[src/rtl/core/frns_pkg.sv]
// Shared types and constants of the fixed-radius neighbor search block.
// No dependencies; imported by every module of the block.
`timescale 1ns / 1ps

package frns_pkg;

    localparam int MAX_AGENTS    = 8;
    localparam int AGENT_IDX_W   = $clog2(MAX_AGENTS);
    localparam int COUNT_W       = 4;
    localparam int COORD_W       = 24;
    localparam int RADIUS_W      = 24;
    localparam int SQ_W          = 2 * COORD_W;
    localparam int SUM_W         = SQ_W + 2;
    localparam int R2_W          = 2 * RADIUS_W;
    localparam int CFG_IDX_W     = 1;
    localparam int CFG_DATA_W    = 24;
    localparam logic [COUNT_W-1:0] COUNT_RESET = COUNT_W'(MAX_AGENTS);

    typedef enum logic [CFG_IDX_W-1:0] {
        REG_AGENT_COUNT     = 1'b0,
        REG_NEIGHBOR_RADIUS = 1'b1
    } t_cfg_reg;

    typedef enum logic {
        MODE_UPDATE = 1'b0,
        MODE_TICK   = 1'b1
    } t_mode;

    typedef enum logic [1:0] {
        ST_IDLE,
        ST_WALK,
        ST_DRAIN
    } t_state;

    typedef struct packed {
        logic signed [COORD_W-1:0] x;
        logic signed [COORD_W-1:0] y;
        logic signed [COORD_W-1:0] z;
    } t_pos;

    typedef struct packed {
        t_mode                     mode;
        logic [AGENT_IDX_W-1:0]    agent_index;
        logic signed [COORD_W-1:0] pos_x;
        logic signed [COORD_W-1:0] pos_y;
        logic signed [COORD_W-1:0] pos_z;
    } t_in_item;

    typedef struct packed {
        logic [AGENT_IDX_W-1:0]    owner_index;
        logic [AGENT_IDX_W-1:0]    neighbor_index;
        logic signed [COORD_W-1:0] neighbor_x;
        logic signed [COORD_W-1:0] neighbor_y;
        logic signed [COORD_W-1:0] neighbor_z;
        logic                      last_of_owner;
        logic                      last_of_round;
    } t_out_item;

    typedef struct packed {
        logic                   valid;
        logic [AGENT_IDX_W-1:0] owner;
        logic [AGENT_IDX_W-1:0] nbr;
    } t_pair;

    typedef struct packed {
        logic                   valid;
        logic [AGENT_IDX_W-1:0] owner;
        logic [AGENT_IDX_W-1:0] nbr;
        t_pos                   pos;
    } t_hit;

    typedef struct packed {
        logic out_free;
        logic pend_valid;
    } t_stage_status;

endpackage

[src/rtl/core/frns_pos_ram.sv]
// Position memory: one write port, two registered read ports.
// Depends on frns_pkg.
`timescale 1ns / 1ps

module frns_pos_ram
    import frns_pkg::*;
(
    input  logic                   i_clk,
    input  logic                   i_we,
    input  logic [AGENT_IDX_W-1:0] i_waddr,
    input  t_pos                   i_wdata,
    input  logic                   i_re,
    input  logic [AGENT_IDX_W-1:0] i_raddr_a,
    input  logic [AGENT_IDX_W-1:0] i_raddr_b,
    output t_pos                   o_rdata_a,
    output t_pos                   o_rdata_b
);

    t_pos r_mem [MAX_AGENTS];
    t_pos r_rd_a;
    t_pos r_rd_b;

    always_ff @(posedge i_clk) begin
        if (i_we) begin
            r_mem[i_waddr] <= i_wdata;
        end
    end

    // Hold read data while the pipeline is stalled.
    always_ff @(posedge i_clk) begin
        if (i_re) begin
            r_rd_a <= r_mem[i_raddr_a];
            r_rd_b <= r_mem[i_raddr_b];
        end
    end

    assign o_rdata_a = r_rd_a;
    assign o_rdata_b = r_rd_b;

endmodule

[config.mk]
export PLATFORM = sky130hd
export DESIGN_NAME = frns_pos_ram
export DESIGN_NICKNAME = d
export VERILOG_FILES = /design/src/rtl/core/frns_pkg.sv /design/src/rtl/core/frns_pos_ram.sv
export SDC_FILE = /design/constraint.sdc
export NUM_CORES = 1
export LEC_CHECK = 0
export BUFFER_PORTS_ARGS = -buffer_cell sky130_fd_sc_hd__buf_2
export CAP_MARGIN = 20
export CORE_ASPECT_RATIO = 1.25
export CORE_UTILIZATION = 65
export CTS_CLUSTER_SIZE = 40
export DETAILED_ROUTE_END_ITERATION = 8
export PLACE_DENSITY = 0.85
export SLEW_MARGIN = 10
export SYNTH_ARGS = -nofsm -noshare
export SYNTH_HDL_FRONTEND = slang
export SYNTH_SLANG_ARGS = --single-unit
[constraint.sdc]
create_clock -name i_clk -period 11.45 [get_ports i_clk]
set_clock_uncertainty 0.2 [all_clocks]
set_input_delay 1.145 -clock i_clk [delete_from_list [all_inputs] [get_ports i_clk]]
set_output_delay 1.145 -clock i_clk [all_outputs]
set_load 0.1 [all_outputs]
==> flow_summary.json <==
{
  "num_io_pins": 228,
  "cts_resized": 0,
  "syn_area_per_cell_sq_um": 24.84,
  "clkSinkCount": 720,
  "powerDensity_mw_per_mm2": 174.3,
  "worstSetupEndpointType": "flip-flop",
  "cts_tree": "done",
  "grt_usage_pct": 29.37,
  "syn_nets": 1329,
  "maxCapViolations": 0,
  "grt_max_degree": 93,
  "cp_data_arrival_time_ns": 3.93,
  "setup_viol": 0,
  "finalNetCount": 1567,
  "post_drt_wl_per_cell_microns": 31.68,
  "post-synth-top-area-fraction_pct": 69.91,
  "cts_hold_buffers": 0,
  "swShare_pct": 25.19,
  "period_needed_ns": 3.787,
  "p_int_mw": 4.537,
  "h-tree-depth": 3,
  "placed_area_sq_mm": 0.03257,
  "max_freq_ghz": 0.2640,
  "fin_area_sq_mm": 0.03479,
  "holdWs_ns": 0.5814,
  "start_util_pct": 65.66,
  "slew-limit-headroom_pct": 25.25,
  "area_delta_synth_final_pct": 12.48,
  "clock_latency_ns": 0.60,
  "grt_pass1_wl_microns": 101200,
  "fill_cells": 2440,
  "cts_buffer_depth": 3,
  "grt_overflow": 0,
  "path_clk_slew_ns": 0.06,
  "yosysWarnings": 0,
  "wl_microns": 68990,
  "netlist_top_cells_area": "edfxtp_1 70%, mux4_2 19%, mux2_4 5.8%",
  "crit_required_ns": 11.60,
  "vias": 15104,
  "die_x_microns": 197.1,
  "vias_per_cell": 6.935,
  "finalSetupTns_ns": 0,
  "leakagePower_nw": 11.79,
  "drtAntennaViolNets": 0,
  "worst_slew_pin_slew_ns": 1.121,
  "syn_area_sq_mm": 0.03093,
  "seqPwrFrac_pct": 50.8,
  "hold_class": "flip-flop to flip-flop",
  "hold_violations": 0,
  "rsz0062_at_grt": "false",
  "die_area_sq_mm": 0.04846,
  "port_buffers": 227,
  "first_pass_iters": 5,
  "first_iter_violations": 1429,
  "slew_violations": 0,
  "num_rows": 89,
  "yosysTopAreaCell": "edfxtp_1",
  "ys_seq_area_share_pct": 69.91,
  "drcViolationCount": 0,
  "rrSetupSlack_ns": 9.75,
  "crit_type": "input port to flip-flop",
  "drive_gt1_share_pct": 49.28,
  "cts_root_buf": "clkbuf_16",
  "pwr-share-clk_pct": 36.6,
  "die_height_microns": 245.9,
  "cts_buffers": 67,
  "p_comb_share_pct": 12.5,
  "antenna_found_initial": 10,
  "post-cts-setup-buffer-count": 0,
  "cp-start-kind": "input port",
  "run_status": "finished, final reports clean",
  "synth-seq-cells": 720,
  "syn-instance-count": 1245,
  "period_share_pct": 33.08,
  "coreArea_sq_mm": 0.04710,
  "worst-path-max-fanout": 92,
  "ir_drop_v": 0.0001101,
  "hpwl_microns": 35810,
  "p_switching_mw": 1.528,
  "grt_pass1_vias": 15812,
  "gp_congestion": 0.7765,
  "ys_types": 15
}
placed cells by master, fill, tap and decap left out:
cell / synthesis / final
clkinv_4: 0 / 2
mux4_1: 28 / 28
nor3_2: 0 / 2
inv_6: 0 / 2
nand2b_1: 3 / 3
bufinv_16: 0 / 7
clkinv_8: 0 / 3
buf_2: 32 / 220
buf_6: 2 / 3
inv_12: 0 / 1
clkbuf_16: 0 / 68
buf_16: 0 / 3
clkinv_2: 0 / 10
mux2_4: 120 / 120
nor2_4: 0 / 6
mux2_2: 24 / 24
mux4_2: 260 / 260
edfxtp_1: 720 / 720
nand2_1: 2 / 2
buf_8: 0 / 2
diode_2: 0 / 7
clkinvlp_4: 0 / 2
clkinv_1: 0 / 11
clkbuf_1: 18 / 14
buf_4: 0 / 21
cell families after synthesis:
kind of cell	share of synthesized area, %
flip-flops	69.91
multiplexers	28.01
buffers and inverters	1.893
AND/OR/NAND/NOR	0.1901
synthesized netlist by cell type (all sizes together):
| cell | number |
|---|---|
| edfxtp | 720 |
| mux4 | 288 |
| mux2 | 144 |
| buf | 60 |
| clkbuf | 20 |
| nor2 | 6 |
| nand2b | 3 |
| nand2 | 2 |
| nor3 | 2 |
cell type report:
cell class / count / area (sq um) / share of cell area (%)
multi-input combinational: 445 / 8777 / 25.23
clock inverter: 38 / 416.7 / 1.198
sequential: 720 / 21620 / 62.15
antenna: 7 / 17.52 / 0.05035
timing repair buffer: 249 / 1405 / 4.039
tap: 637 / 797.0 / 2.291
clock buffer: 82 / 1754 / 5.042
final timing paths:
| check | from | end | depth (start not counted) |
|---|---|---|---|
| max | i_raddr_b[0] | o_rdata_b[67]$_DFFE_PP_ | 4 |
| min | r_mem[6][46]$_DFFE_PP_ | o_rdata_a[46]$_DFFE_PP_ | 2 |
| max reg2reg | r_mem[0][67]$_DFFE_PP_ | o_rdata_b[67]$_DFFE_PP_ | 2 |
| min reg2reg | r_mem[6][46]$_DFFE_PP_ | o_rdata_a[46]$_DFFE_PP_ | 2 |
power by group through the flow:
| stage | sequential, mW | clock [mW] | combinational [mW] |
|---|---|---|---|
| after detailed placement | 3.13 | 0 | 0.753 |
| after global placement | 3.12 | 0 | 0.739 |
| final | 3.08 | 2.22 | 0.760 |
| after global routing | 3.09 | 2.33 | 0.785 |
| after CTS | 3.08 | 2.24 | 0.763 |
| after floorplan | 3.42 | 0 | 0.300 |
through the flow:
stage	power (mW)	instances	utilization (%)	setup slack, ns
after detailed placement	3.885	2050	69.15	6.995
after global placement	3.861	2048	69.03	7.010
after global routing	6.208	2175	73.84	7.429
after CTS	6.087	2170	73.76	7.569
after floorplan	3.724	1245	-	4.448
final	6.065	2178	73.85	7.663
layer usage:
layer	GRT usage, %	share of wire (%)	vias to the layer above
met5	0	0.077	-
met4	10.92	2.8	8
met3	4.979	8.3	136
met2	50.01	53	923
met1	38.54	36	8044
li1	-	-	5993
sequential cells by signal, summed over array words and instances, names as in the netlist:
name       cells
r_mem        576
o_rdata_a     72
o_rdata_b     72
critical path: stages:
cell and delay [ns]:
buf_8 0.78, buf_4 0.96, mux4_1 0.68, mux2_4 0.29
(Power assumes the default switching activity.)
