`src/rtl/core/frns_pkg.sv`:
```
// Shared types and constants of the fixed-radius neighbor search block.
// No dependencies; imported by every module of the block.
`timescale 1ns / 1ps

package frns_pkg;

    localparam int MAX_AGENTS    = 8;
    localparam int AGENT_IDX_W   = $clog2(MAX_AGENTS);
    localparam int COUNT_W       = 4;
    localparam int COORD_W       = 24;
    localparam int RADIUS_W      = 24;
    localparam int SQ_W          = 2 * COORD_W;
    localparam int SUM_W         = SQ_W + 2;
    localparam int R2_W          = 2 * RADIUS_W;
    localparam int CFG_IDX_W     = 1;
    localparam int CFG_DATA_W    = 24;
    localparam logic [COUNT_W-1:0] COUNT_RESET = COUNT_W'(MAX_AGENTS);

    typedef enum logic [CFG_IDX_W-1:0] {
        REG_AGENT_COUNT     = 1'b0,
        REG_NEIGHBOR_RADIUS = 1'b1
    } t_cfg_reg;

    typedef enum logic {
        MODE_UPDATE = 1'b0,
        MODE_TICK   = 1'b1
    } t_mode;

    typedef enum logic [1:0] {
        ST_IDLE,
        ST_WALK,
        ST_DRAIN
    } t_state;

    typedef struct packed {
        logic signed [COORD_W-1:0] x;
        logic signed [COORD_W-1:0] y;
        logic signed [COORD_W-1:0] z;
    } t_pos;

    typedef struct packed {
        t_mode                     mode;
        logic [AGENT_IDX_W-1:0]    agent_index;
        logic signed [COORD_W-1:0] pos_x;
        logic signed [COORD_W-1:0] pos_y;
        logic signed [COORD_W-1:0] pos_z;
    } t_in_item;

    typedef struct packed {
        logic [AGENT_IDX_W-1:0]    owner_index;
        logic [AGENT_IDX_W-1:0]    neighbor_index;
        logic signed [COORD_W-1:0] neighbor_x;
        logic signed [COORD_W-1:0] neighbor_y;
        logic signed [COORD_W-1:0] neighbor_z;
        logic                      last_of_owner;
        logic                      last_of_round;
    } t_out_item;

    typedef struct packed {
        logic                   valid;
        logic [AGENT_IDX_W-1:0] owner;
        logic [AGENT_IDX_W-1:0] nbr;
    } t_pair;

    typedef struct packed {
        logic                   valid;
        logic [AGENT_IDX_W-1:0] owner;
        logic [AGENT_IDX_W-1:0] nbr;
        t_pos                   pos;
    } t_hit;

    typedef struct packed {
        logic out_free;
        logic pend_valid;
    } t_stage_status;

endpackage

```
`src/rtl/core/frns_dist_pipe.sv`:
```
// Squared-distance pipeline: abs diff, square, sum and radius compare.
// Depends on frns_pkg; fed by frns_pos_ram read data.
`timescale 1ns / 1ps

module frns_dist_pipe
    import frns_pkg::*;
(
    input  logic            i_clk,
    input  logic            i_rst_n,
    input  logic            i_adv,
    input  t_pair           i_pair,
    input  t_pos            i_pos_a,
    input  t_pos            i_pos_b,
    input  logic [R2_W-1:0] i_r2,
    output t_hit            o_hit,
    output logic            o_busy
);

    t_pair              r_s1;
    t_pair              r_s2;
    t_pair              r_s3;
    t_hit               r_s4;
    logic [COORD_W-1:0] r_s2_mag [3];
    t_pos               r_s2_pos;
    logic [SQ_W-1:0]    r_s3_sq [3];
    t_pos               r_s3_pos;

    logic [COORD_W-1:0] mag [3];
    logic [SUM_W-1:0]   sum;
    logic               in_range;

    function automatic logic [COORD_W-1:0] abs_diff(
        input logic signed [COORD_W-1:0] a,
        input logic signed [COORD_W-1:0] b
    );
        logic signed [COORD_W:0] d;
        logic [COORD_W:0]        m;
        d = {a[COORD_W-1], a} - {b[COORD_W-1], b};
        m = d[COORD_W] ? (COORD_W + 1)'(-d) : d;
        return m[COORD_W-1:0];
    endfunction

    always_comb begin
        mag[0]   = abs_diff(i_pos_a.x, i_pos_b.x);
        mag[1]   = abs_diff(i_pos_a.y, i_pos_b.y);
        mag[2]   = abs_diff(i_pos_a.z, i_pos_b.z);
        sum      = SUM_W'(r_s3_sq[0]) + SUM_W'(r_s3_sq[1]) + SUM_W'(r_s3_sq[2]);
        in_range = (sum != '0) && (sum <= SUM_W'(i_r2));
    end

    always_ff @(posedge i_clk) begin
        if (!i_rst_n) begin
            r_s1 <= '0;
            r_s2 <= '0;
            r_s3 <= '0;
            r_s4 <= '0;
        end else if (i_adv) begin
            r_s1 <= i_pair;
            r_s2 <= r_s1;
            r_s3 <= r_s2;
            r_s4 <= '{valid: r_s3.valid && in_range, owner: r_s3.owner,
                      nbr: r_s3.nbr, pos: r_s3_pos};
        end
    end

    always_ff @(posedge i_clk) begin
        if (i_adv) begin
            r_s2_mag <= mag;
            r_s2_pos <= i_pos_b;
            for (int k = 0; k < 3; k++) begin
                r_s3_sq[k] <= SQ_W'(r_s2_mag[k]) * SQ_W'(r_s2_mag[k]);
            end
            r_s3_pos <= r_s2_pos;
        end
    end

    assign o_hit  = r_s4;
    assign o_busy = r_s1.valid | r_s2.valid | r_s3.valid | r_s4.valid;

endmodule

```
`config.mk`:
```
export PLATFORM = sky130hd
export DESIGN_NAME = frns_dist_pipe
export DESIGN_NICKNAME = d
export VERILOG_FILES = /design/src/rtl/core/frns_pkg.sv /design/src/rtl/core/frns_dist_pipe.sv
export SDC_FILE = /design/constraint.sdc
export NUM_CORES = 2
export LEC_CHECK = 0
export BUFFER_PORTS_ARGS = -buffer_cell sky130_fd_sc_hd__clkbuf_2
export CAP_MARGIN = 30
export CORE_MARGIN = 2
export CORE_UTILIZATION = 55
export CTS_CLUSTER_SIZE = 10
export DETAILED_ROUTE_END_ITERATION = 10
export PLACE_DENSITY = 0.72
export SYNTH_ARGS = -nofsm -noshare
export SYNTH_HDL_FRONTEND = slang
export SYNTH_SLANG_ARGS = --single-unit
```
`constraint.sdc`:
```
create_clock -name i_clk -period 17.2 [get_ports i_clk]
set_input_delay 1.72 -clock i_clk [delete_from_list [all_inputs] [get_ports i_clk]]
set_output_delay 1.72 -clock i_clk [all_outputs]
set_load 0.01 [all_outputs]
```
==> impl_metrics.json <==
{
  "dp_hpwl_mm": 140,
  "via_per_inst": 5.29,
  "clk_path_buf_depth": 3,
  "ios": 282,
  "drive_gt1_frac": 0.0601,
  "ys_seq_elements": 457,
  "wirelength_mm": 170,
  "routedWlPerCell_um": 18.0,
  "fillers": 11100,
  "grt-ovfl-total": 0,
  "via_count": 50000,
  "worstSkewPairLatency_ps": 670,
  "finalSetupTns_ps": 0,
  "grt_max_degree": 80,
  "cts_resized": 0,
  "relSlewSlack": 0.255,
  "synth_area_um2": 73000,
  "cts_setup_buffers": 0,
  "avgSynthCellArea_um2": 9.82,
  "ctsHoldBuffers": 0,
  "grt.busiest_layer": "met2",
  "critical_path_class": "register to register",
  "track_usage": 0.260,
  "fin_crit_sh": 0.503,
  "slew_viol_final": 0,
  "gp_congestion": 0.906,
  "synth-edff-count": 357,
  "antenna_found_initial": 8,
  "hp-class": "register to register",
  "grtUsageMet1": 0.341,
  "drt.antenna.violating_nets": 0,
  "tritoncts": "done",
  "rows": 133,
  "dp.cells": 9340,
  "synthCells": 7431,
  "maxCapViolCount": 0,
  "multi_input_area_um2": 52100,
  "clk_pin_slew_ps": 60,
  "final_hold_viol_count": 0,
  "htreeDepth": 2,
  "drc_errors": 0,
  "status": "finished clean",
  "grt_pass1_wl_mm": 279,
  "dieWidth_um": 368,
  "synthToLayoutAreaGrowth_pct": 7.24,
  "async_flop_share": 0,
  "fin_cells": 9450,
  "ys.flop_type": "edfxtp_1",
  "rsz0062_at_grt": "no",
  "portBuffers": 281,
  "coreArea_um2": 132000,
  "num-nets-final": 9867,
  "cts_buffers": 56,
  "firstDrtPassIters": 6,
  "initial_core_util": 0.554,
  "cp_max_fo": 24,
  "drt_iter0_markers": 2861,
  "cts_root_buf": "clkbuf_16",
  "critPathCaptureType": "register",
  "start_kind": "register",
  "netlist-cell-type-count": 95,
  "clock_sink_count": 457,
  "max_freq_ghz": 0.116,
  "grt_pass1_vias": 54100,
  "gr-usage-met2": 0.443,
  "die_area_um2": 136000,
  "final.setup_skew_ps": 53.5,
  "worstPathArrival_ps": 9060,
  "die_h_um": 368,
  "fin_hold_ws_ps": 392,
  "required_ps": 17610,
  "regArea_um2": 12700,
  "ys_seq_area_frac": 0.174,
  "tightest_slew_ps": 1120,
  "final_util": 0.595,
  "setup_violations": 0,
  "met3_usage": 0.0435,
  "layout_min_cycle_time_ps": 8650,
  "yosysWarnings": 0
}
-- worst paths after layout --
path	startpoint	endpoint	slack [ps]	cells after the start
worst max-delay path	r_s2_mag[52]$_DFFE_PP_	r_s3_sq[0][46]$_DFFE_PP_	8550	25
worst min-delay path	r_s2_pos[71]$_DFFE_PP_	r_s3_pos[71]$_DFFE_PP_	390	0
worst max register to register	r_s2_mag[52]$_DFFE_PP_	r_s3_sq[0][46]$_DFFE_PP_	8550	25
worst min register to register	r_s2_pos[71]$_DFFE_PP_	r_s3_pos[71]$_DFFE_PP_	390	0
-- stage by stage --
stage	setup WS [ps]	area (um2)
2_1_floorplan	9500	73000
3_3_place_gp	8740	76300
3_5_place_dp	8660	76400
4_1_cts	8620	78100
5_1_grt	8080	78300
6_report	8550	78300
-- cell usage in the layout (no fill, tap or decap), types with 42 or more instances in the layout --
cell type / instances
o21ai_0: 122
edfxtp_1: 357
xnor2_1: 209
clkbuf_2: 280
fa_1: 1320
buf_4: 55
mux2i_1: 107
clkbuf_16: 56
and2_1: 369
ha_1: 696
inv_1: 1974
a21oi_1: 223
xor2_1: 99
nor2_1: 192
nand4_1: 42
a21o_1: 144
nor3_1: 46
nor2b_1: 138
nand3_1: 47
nand2_1: 583
dfxtp_1: 100
-- sequential cells by signal, indices dropped and copies added, names as in the netlist --
register / cells
r_s2_pos: 72
r_s3_pos: 72
o_hit: 79
r_s2_mag: 72
r_s3: 7
r_s2: 7
r_s3_sq: 141
r_s1: 7
-- synth_stat cells, types with 17 or more instances --
master / number / area [um2]
and2_1: 369 / 2310
nor2_1: 192 / 721
xor2_1: 99 / 867
or2_2: 17 / 106
a21o_1: 144 / 1080
or3_1: 23 / 144
fa_1: 1320 / 26400
xnor2_1: 209 / 1830
ha_1: 696 / 8710
clkbuf_1: 181 / 679
a211oi_1: 25 / 188
and3_1: 28 / 175
mux2i_1: 107 / 1070
inv_1: 1974 / 7410
nand2_1: 583 / 2190
o21ai_1: 25 / 125
nor2b_1: 138 / 863
a31oi_1: 27 / 169
o21a_1: 36 / 270
nand2b_1: 36 / 225
nand3_1: 47 / 235
edfxtp_1: 357 / 10700
nor3_1: 46 / 230
dfxtp_1: 100 / 2000
o21bai_1: 25 / 188
nand4_1: 42 / 263
a21oi_1: 223 / 1120
o31ai_1: 18 / 135
o21ai_0: 122 / 611
-- cells by family (layout without fill, tap and decap cells) --
family / Yosys count / count (layout) / share of synthesized area
other: 2 / 6 / 0.000103
buffers and inverters: 2161 / 2421 / 0.111
DFF: 457 / 457 / 0.174
and+or+nand+nor: 1591 / 1591 / 0.110
xor gates and xnor gates: 308 / 308 / 0.0370
adders and majority gates: 2016 / 2016 / 0.481
AOI/OAI and AO/OA: 784 / 784 / 0.0704
muxes: 112 / 112 / 0.0154
-- routing by layer --
layer,up-vias,share of wire
met3,274,0.058
li1,23400,-
met1,25100,0.42
met2,1266,0.49
met4,4,0.029
met5,-,0.00012
-- critical path: stages (launching register included) --
cell       delay (ps)
edfxtp_1         1080
nand2_1           280
fa_1              590
inv_1              50
fa_1              470
inv_1              50
fa_1              500
fa_1              520
inv_1              60
fa_1              490
fa_1              500
inv_1              50
fa_1              470
inv_1              40
ha_1              330
a21o_1            180
a21oi_1           210
o2111ai_1         150
a211oi_1          360
o31ai_1           310
a221o_1           430
a221oi_1          520
o21ai_1           180
o41a_1            380
nand4_1           110
o311ai_1           90
-- cell type report --
class | count | area share
tap | 1755 | 0.0281
clock inverter | 14 | 0.00259
antenna | 3 | 0.0000959
inverter | 1974 | 0.0947
sequential | 457 | 0.163
multi-input combinational | 4814 | 0.666
timing repair buffer | 346 | 0.0261
clock buffer | 87 | 0.0196
Power is left out: the tool's default activity adds up to more than one toggle a clock period on the data nets, which glitch-free logic cannot reach.
