==> src/rtl/core/frns_pkg.sv <==
// Shared types and constants of the fixed-radius neighbor search block.
// No dependencies; imported by every module of the block.
`timescale 1ns / 1ps

package frns_pkg;

    localparam int MAX_AGENTS    = 8;
    localparam int AGENT_IDX_W   = $clog2(MAX_AGENTS);
    localparam int COUNT_W       = 4;
    localparam int COORD_W       = 24;
    localparam int RADIUS_W      = 24;
    localparam int SQ_W          = 2 * COORD_W;
    localparam int SUM_W         = SQ_W + 2;
    localparam int R2_W          = 2 * RADIUS_W;
    localparam int CFG_IDX_W     = 1;
    localparam int CFG_DATA_W    = 24;
    localparam logic [COUNT_W-1:0] COUNT_RESET = COUNT_W'(MAX_AGENTS);

    typedef enum logic [CFG_IDX_W-1:0] {
        REG_AGENT_COUNT     = 1'b0,
        REG_NEIGHBOR_RADIUS = 1'b1
    } t_cfg_reg;

    typedef enum logic {
        MODE_UPDATE = 1'b0,
        MODE_TICK   = 1'b1
    } t_mode;

    typedef enum logic [1:0] {
        ST_IDLE,
        ST_WALK,
        ST_DRAIN
    } t_state;

    typedef struct packed {
        logic signed [COORD_W-1:0] x;
        logic signed [COORD_W-1:0] y;
        logic signed [COORD_W-1:0] z;
    } t_pos;

    typedef struct packed {
        t_mode                     mode;
        logic [AGENT_IDX_W-1:0]    agent_index;
        logic signed [COORD_W-1:0] pos_x;
        logic signed [COORD_W-1:0] pos_y;
        logic signed [COORD_W-1:0] pos_z;
    } t_in_item;

    typedef struct packed {
        logic [AGENT_IDX_W-1:0]    owner_index;
        logic [AGENT_IDX_W-1:0]    neighbor_index;
        logic signed [COORD_W-1:0] neighbor_x;
        logic signed [COORD_W-1:0] neighbor_y;
        logic signed [COORD_W-1:0] neighbor_z;
        logic                      last_of_owner;
        logic                      last_of_round;
    } t_out_item;

    typedef struct packed {
        logic                   valid;
        logic [AGENT_IDX_W-1:0] owner;
        logic [AGENT_IDX_W-1:0] nbr;
    } t_pair;

    typedef struct packed {
        logic                   valid;
        logic [AGENT_IDX_W-1:0] owner;
        logic [AGENT_IDX_W-1:0] nbr;
        t_pos                   pos;
    } t_hit;

    typedef struct packed {
        logic out_free;
        logic pend_valid;
    } t_stage_status;

endpackage

==> src/rtl/core/frns_out_stage.sv <==
// Result staging: holds one hit back to mark last-of-owner and last-of-round,
// and an output register toward the consumer. Depends on frns_pkg.
`timescale 1ns / 1ps

module frns_out_stage
    import frns_pkg::*;
(
    input  logic          i_clk,
    input  logic          i_rst_n,
    input  logic          i_adv,
    input  t_hit          i_hit,
    input  logic          i_flush,
    input  logic          i_out_ready,
    output logic          o_out_valid,
    output t_out_item     o_out_data,
    output t_stage_status o_status
);

    t_hit      r_pend;
    logic      r_pend_valid;
    logic      r_out_valid;
    t_out_item r_out;
    logic      out_free;

    assign out_free = !r_out_valid || i_out_ready;

    always_ff @(posedge i_clk) begin
        if (!i_rst_n) begin
            r_pend_valid <= 1'b0;
            r_out_valid  <= 1'b0;
        end else begin
            priority if (i_adv && i_hit.valid) begin
                r_pend_valid <= 1'b1;
                r_out_valid  <= r_pend_valid || (r_out_valid && !i_out_ready);
            end else if (i_flush && r_pend_valid && out_free) begin
                r_pend_valid <= 1'b0;
                r_out_valid  <= 1'b1;
            end else if (i_out_ready) begin
                r_out_valid <= 1'b0;
            end else begin
                r_out_valid <= r_out_valid;
            end
        end
    end

    // A new hit releases the held one; its owner decides last-of-owner.
    always_ff @(posedge i_clk) begin
        priority if (i_adv && i_hit.valid) begin
            r_pend <= i_hit;
            if (r_pend_valid) begin
                r_out <= '{owner_index: r_pend.owner, neighbor_index: r_pend.nbr,
                           neighbor_x: r_pend.pos.x, neighbor_y: r_pend.pos.y,
                           neighbor_z: r_pend.pos.z,
                           last_of_owner: (r_pend.owner != i_hit.owner),
                           last_of_round: 1'b0};
            end
        end else if (i_flush && r_pend_valid && out_free) begin
            r_out <= '{owner_index: r_pend.owner, neighbor_index: r_pend.nbr,
                       neighbor_x: r_pend.pos.x, neighbor_y: r_pend.pos.y,
                       neighbor_z: r_pend.pos.z,
                       last_of_owner: 1'b1, last_of_round: 1'b1};
        end else begin
            r_out <= r_out;
        end
    end

    assign o_out_valid = r_out_valid;
    assign o_out_data  = r_out;
    assign o_status    = '{out_free: out_free, pend_valid: r_pend_valid};

endmodule

==> config.mk <==
export PLATFORM = sky130hd
export DESIGN_NAME = frns_out_stage
export DESIGN_NICKNAME = d
export VERILOG_FILES = /design/src/rtl/core/frns_pkg.sv /design/src/rtl/core/frns_out_stage.sv
export SDC_FILE = /design/constraint.sdc
export NUM_CORES = 1
export LEC_CHECK = 0
export BUFFER_PORTS_ARGS = -buffer_cell sky130_fd_sc_hd__buf_2
export CELL_PAD_IN_SITES_DETAIL_PLACEMENT = 0
export CELL_PAD_IN_SITES_GLOBAL_PLACEMENT = 1
export CORE_UTILIZATION = 38
export CTS_CLUSTER_DIAMETER = 50
export CTS_CLUSTER_SIZE = 40
export DETAILED_ROUTE_END_ITERATION = 16
export GPL_ROUTABILITY_DRIVEN = 0
export PLACE_DENSITY_LB_ADDON = 0.12
export SYNTH_ARGS = -nofsm -noshare
export SYNTH_HDL_FRONTEND = slang
export SYNTH_SLANG_ARGS = --single-unit
==> constraint.sdc <==
create_clock -name i_clk -period 5.8 [get_ports i_clk]
set_clock_uncertainty 0.1 [all_clocks]
set_input_delay 0.29 -clock i_clk [delete_from_list [all_inputs] [get_ports i_clk]]
set_output_delay 0.29 -clock i_clk [all_outputs]
set_load 0.01 [all_outputs]
==> flow_metrics.env, run 1 <==
export IMPL_status="complete, no violations"
export IMPL_grt_overflow_total=0
export IMPL_routed_wl_met3_um=752
export IMPL_pin_count=167
export IMPL_fin_nets=524
export IMPL_max_freq_mhz=424
export IMPL_first_pass_iters=4
export IMPL_post_dp_cell_area_um2=5970
export IMPL_slowest_delay_ns=0.82
export IMPL_yosysSeqAreaShare_pct=97.6
export IMPL_rsz0062_at_grt="false"
export IMPL_synth_adder_area_share_pct=0
export IMPL_synthSimpleGateAreaFrac_pct=0.612
export IMPL_finalInstanceArea_um2=7360
export IMPL_synth_top_family_by_area="compound AO/OA/AOI/OAI gates"
export IMPL_cap_violations=0
export IMPL_grt_start_max_net_pins=82
export IMPL_crit_chain="nand2b_4, a21oi_1, nor2b_4, buf_4"
export IMPL_synth_avg_cell_area_um2=28.0
export IMPL_htree_levels=4
export IMPL_multi_input_area_um2=108
export IMPL_worst_pin_slew_ns=1.05
export IMPL_clock_root_buffer="clkbuf_16"
export IMPL_cp_data_required_time_ns=5.77
export IMPL_post_synth_top_area_cell="edfxtp_1"
export IMPL_synthDistinctLibCells=13
export IMPL_yosys_warnings=0
export IMPL_cp_arrival_ns=2.32
export IMPL_seq_area_um2=4780
export IMPL_cts_tree="done"
export IMPL_path_clk_slew_ns=0.06
export IMPL_powerDensity_nw_per_um2=352
export IMPL_final_max_slew_viol_count=0
export IMPL_crit_type="register to register"
export IMPL_max_slew_margin_pct=29.9
export IMPL_core_area_um2=12600
export IMPL_syn_area_um2=4900
export IMPL_cp_max_fo=38
export IMPL_clkSinkCount=160
export IMPL_synth_mux_area_share_pct=0
export IMPL_wl_per_cell_um=13.2
export IMPL_ctsLongestPathBuffers=2
export IMPL_met2_length_um=3980
export IMPL_grt_pass1_wl_um=11900
export IMPL_crit_buf_inv=1
export IMPL_dieHeight_um=116
export IMPL_synth_top_area_share_pct=96.8
export IMPL_cpLargestDelayFamily="simple AND/OR/NAND/NOR gates"
export IMPL_cts_buffers_inserted=17
export IMPL_dp_hpwl_um=5070
export IMPL_tns_ns=0
export IMPL_route_detailed_drc=0
export IMPL_ir_drop_mv=0.181
export IMPL_critPathLaunchType="register"
export IMPL_avgViaCountPerCell=3.93
export IMPL_synth_compound_area_share_pct=0.893
export IMPL_end_kind="register"
export IMPL_fillCellCount=1019
export IMPL_num_antenna_cells=0
export IMPL_finalSetupViolCount=0
export IMPL_grt_pass1_vias=2384
export IMPL_num_vias=2458
export IMPL_io_buffers=166
export IMPL_crit_slowest_cell="nor2b_4"
export IMPL_grtUsageTotal_pct=12.9
export IMPL_wirelength_um=8230
export IMPL_ys_seq_elements=160
export IMPL_synthCells=175
export IMPL_drt_iter0_drc=108
export IMPL_synthXorXnorAreaFrac_pct=0.536
export IMPL_synth_nets=259
export IMPL_period_share_pct=40.6
export IMPL_clock_latency_ns=0.41
export IMPL_final_cell_mix="166 x buf_2, 158 x edfxtp_1, 79 x dlygate4sd3_1"
export IMPL_ant_nets=0
export IMPL_drive_gt1_share_pct=44.4
export IMPL_dieArea_um2=13400
export IMPL_hold_viol=0
export IMPL_synth_area_leaders="edfxtp_1 97%, dfxtp_1 0.82%, xnor2_1 0.54%"
export IMPL_start_util_pct=38.9
export IMPL_hold_path_class="primary input to register"
export IMPL_area_growth_synth_to_final_pct=50.0
export IMPL_rows=41
export IMPL_period_minus_slack_ns=2.36
export IMPL_met1_length_um=3300
export IMPL_p_leak_uw=0.00280
export IMPL_die_w_um=116
export IMPL_antenna_found_initial=0
export IMPL_cts_setup_buffers=0
export IMPL_final_common_cell="buf_2"
export IMPL_highest_layer="met4"
## Yosys cell counts, drive strengths merged
cell	n
nand2	1
o21ai	1
xnor2	3
a21boi	2
o21a	1
inv	1
a21oi	1
nor2b	1
buf	2
edfxtp	158
nand4	1
dfxtp	2
nand2b	1
## worst paths after layout
kind,startpoint,slack (ns),cells past startpoint,endpoint
setup / recovery,o_out_valid,3.44,4,o_out_data[4]
hold / removal,i_hit[78],0.07,2,o_out_data[0]
setup reg to reg,o_out_valid,3.44,4,o_out_data[4]
hold reg to reg,r_pend[29],0.31,0,o_out_data[31]
## area by class of cell
type / count / share of cell area [%]
multi-input cells: 12 / 1.46
well taps: 172 / 2.93
inverters: 1 / 0.0680
flip-flops and latches: 160 / 65.0
clock buffers: 18 / 5.83
clock inverters: 14 / 2.33
repair buffers: 248 / 22.3
## registers in the layout (all words and copies together) (netlist names)
register / flops
o_out_data: 80
r_pend: 78
o_out_valid: 1
r_pend_valid: 1
## report_power, final
group	switching, µW	internal (µW)	total, µW
Clock	405	710	1120
Sequential	12.8	1340	1350
Combinational	52.7	69.6	122
Total	471	2120	2590
## metal layers
layer | up-vias | GRT usage (%)
met5 | - | 0
met4 | 0 | 8.23
met3 | 15 | 7.11
met2 | 103 | 18.9
met1 | 1103 | 14.5
li1 | 1237 | -
## repair_timing
item | 4_1_cts | 5_1_grt
hold buffers | 79 | 0
endpoints found under the hold margin | 79 | 0
gates resized for setup | 0 | 0
## per-stage QoR
stage	instances	utilization [%]	power (µW)	setup WS, ns	hold WS, ns
floorplan	175	-	1400	0.283	0.289
global placement	514	47.3	1460	3.33	0.300
detailed placement	514	47.3	1460	3.28	0.305
CTS	625	58.3	2620	3.36	0.0467
global route	625	58.3	2670	3.22	0.0666
finish	625	58.3	2590	3.44	0.0711
## logic make-up (layout without fill, tap and decap cells)
family | count (synthesis) | count (layout)
flops | 160 | 160
compound gates | 5 | 5
simple gates | 4 | 4
xor+xnor | 3 | 3
buf+inv | 3 | 281
Note: power is estimated with default switching activity, not from simulation.
==> run 2, diff against run 1 <==
==> constraint.sdc (replaced) <==
create_clock -name i_clk -period 2.1 [get_ports i_clk]
set_clock_uncertainty 0.1 [all_clocks]
set_input_delay 0.105 -clock i_clk [delete_from_list [all_inputs] [get_ports i_clk]]
set_output_delay 0.105 -clock i_clk [all_outputs]
set_load 0.01 [all_outputs]
==> run 2 against run 1 <==
Compared with the run above: setup slack worse by 2.9 ns; critical path type is now primary input to register; wire length is 5.6% higher; critical endpoint is now o_out_valid; clock-buffer cell count is 2 higher; global-route usage is 0.64 points higher; register-to-register slack worse by 2.8 ns.
==> flow_metrics.env, run 2 (synthesis gave the netlist of run 1 again) <==
export IMPL_status="complete, no violations"
export IMPL_largest_reg_flops=80
export IMPL_clkSinkCount=160
export IMPL_finalInstanceArea_um2=7370
export IMPL_period_share_pct=73.3
export IMPL_dp_hpwl_um=5200
export IMPL_grt_pass1_wl_um=12700
export IMPL_grtUsageTotal_pct=13.5
export IMPL_dieArea_um2=13400
export IMPL_crit_type="primary input to register"
export IMPL_cap_violations=0
export IMPL_critPathLaunchType="primary input"
export IMPL_hold_path_depth=3
export IMPL_finalSetupViolCount=0
export IMPL_post_dp_cell_area_um2=6010
export IMPL_pin_count=167
export IMPL_drt_iter0_drc=120
export IMPL_grt_overflow_total=0
export IMPL_fillCellCount=978
export IMPL_worstReg2RegStart="o_out_valid"
export IMPL_htree_levels=4
export IMPL_wl_per_cell_um=13.8
export IMPL_drive_gt1_share_pct=44.7
export IMPL_clock_latency_ns=0.41
export IMPL_rows=41
export IMPL_hold_viol=0
export IMPL_cp_max_fo=46
export IMPL_cts_tree="done"
export IMPL_grt_start_max_net_pins=81
export IMPL_cp_arrival_ns=1.78
export IMPL_area_growth_synth_to_final_pct=50.3
export IMPL_die_w_um=116
export IMPL_final_max_slew_viol_count=0
export IMPL_hold_path_startpoint="i_hit[78]"
export IMPL_max_freq_mhz=649
export IMPL_rrSetupSlack_ns=0.62
export IMPL_grt_pass1_vias=2652
export IMPL_wirelength_um=8690
export IMPL_cp_data_required_time_ns=2.34
export IMPL_path_clk_slew_ns=0.06
export IMPL_multi_input_area_um2=126
export IMPL_ir_drop_mv=0.454
export IMPL_fin_nets=527
export IMPL_route_detailed_drc=0
export IMPL_avgViaCountPerCell=4.11
export IMPL_num_antenna_cells=0
export IMPL_met2_usage_pct=21.9
export IMPL_num_vias=2580
export IMPL_antenna_found_initial=0
export IMPL_io_buffers=166
export IMPL_end_kind="register"
export IMPL_ant_nets=0
export IMPL_max_slew_margin_pct=60.3
export IMPL_dieHeight_um=116
export IMPL_grt_use_met3_pct=5.07
export IMPL_cts_resized=0
export IMPL_first_pass_iters=4
export IMPL_p_leak_uw=0.00279
export IMPL_hold_path_class="primary input to register"
export IMPL_worst_pin_slew_ns=0.596
export IMPL_seq_area_um2=4790
export IMPL_start_util_pct=38.9
export IMPL_rr_worst_depth=4
export IMPL_hold_end="r_pend[61]"
export IMPL_grt_busiest_layer="met2"
export IMPL_tns_ns=0
export IMPL_cts_buffers_inserted=17
export IMPL_final_cell_mix="166 x buf_2, 158 x edfxtp_1, 83 x dlygate4sd3_1"
export IMPL_powerDensity_nw_per_um2=927
export IMPL_period_minus_slack_ns=1.54
export IMPL_ctsLongestPathBuffers=2
export IMPL_r2r_end="o_out_data[58]"
export IMPL_clock_root_buffer="clkbuf_16"
export IMPL_final_common_cell="buf_2"
export IMPL_core_area_um2=12600
export IMPL_grtUsageMet1_pct=15.5
export IMPL_rsz0062_at_grt="false"
==> run 2: critical path, cell delays in order <==
cell and delay, ns:
buf_2 0.10, nand2_4 0.09, inv_16 0.16, buf_4 0.51, o21ai_2 0.10, a21boi_2 0.14
dlygate4sd3_1 0.55
==> run 2: worst max path at each step <==
stage | depth (start not counted) | slack, ns | start | end
floorplan | 3 | -0.12 | o_out_valid | o_out_data[0]
global placement | 6 | 0.59 | i_adv | o_out_data[28]
detailed placement | 6 | 0.57 | i_adv | o_out_data[28]
CTS | 7 | 0.52 | i_adv | o_out_valid
global route | 7 | 0.45 | i_adv | o_out_valid
finish | 7 | 0.56 | i_adv | o_out_valid
==> run 2: where the power goes <==
part / switching (µW) / internal, µW / total, µW
Combinational: 153 / 201 / 354
Sequential: 38.1 / 3700 / 3730
Clock: 1130 / 1610 / 2740
==> run 2: timing repair <==
item | 4_1_cts | 5_1_grt
buffers inserted | 0 | 0
hold buffers | 83 | 0
endpoints found under the hold margin | 82 | 0
==> run 2: through the flow <==
stage          hold slack, ns  instances  total power (µW)  util, %  worst slack [ns]
6_report                0.102        628              6830     58.4             0.560
5_1_grt                 0.101        628              7080     58.4             0.455
4_1_cts                0.0933        628              6900     58.4             0.522
3_5_place_dp            0.183        513              4040     47.6             0.566
3_3_place_gp            0.182        513              4030     47.6             0.593
2_1_floorplan           0.104        175              3880        -            -0.120
==> run 2: area by class of cell <==
class,instances,share of cell area [%]
timing repair buffer,251,22.9
multi-input combinational,12,1.72
sequential,160,65.0
tap,172,2.92
clock inverter,12,1.29
inverter,1,0.272
clock buffer,20,5.93
==> run 2: per-layer routing <==
metal,vias up,share of wire (%)
met1,1214,41
met2,107,50
li1,1242,-
met4,0,2.0
met3,17,7.1
met5,-,0
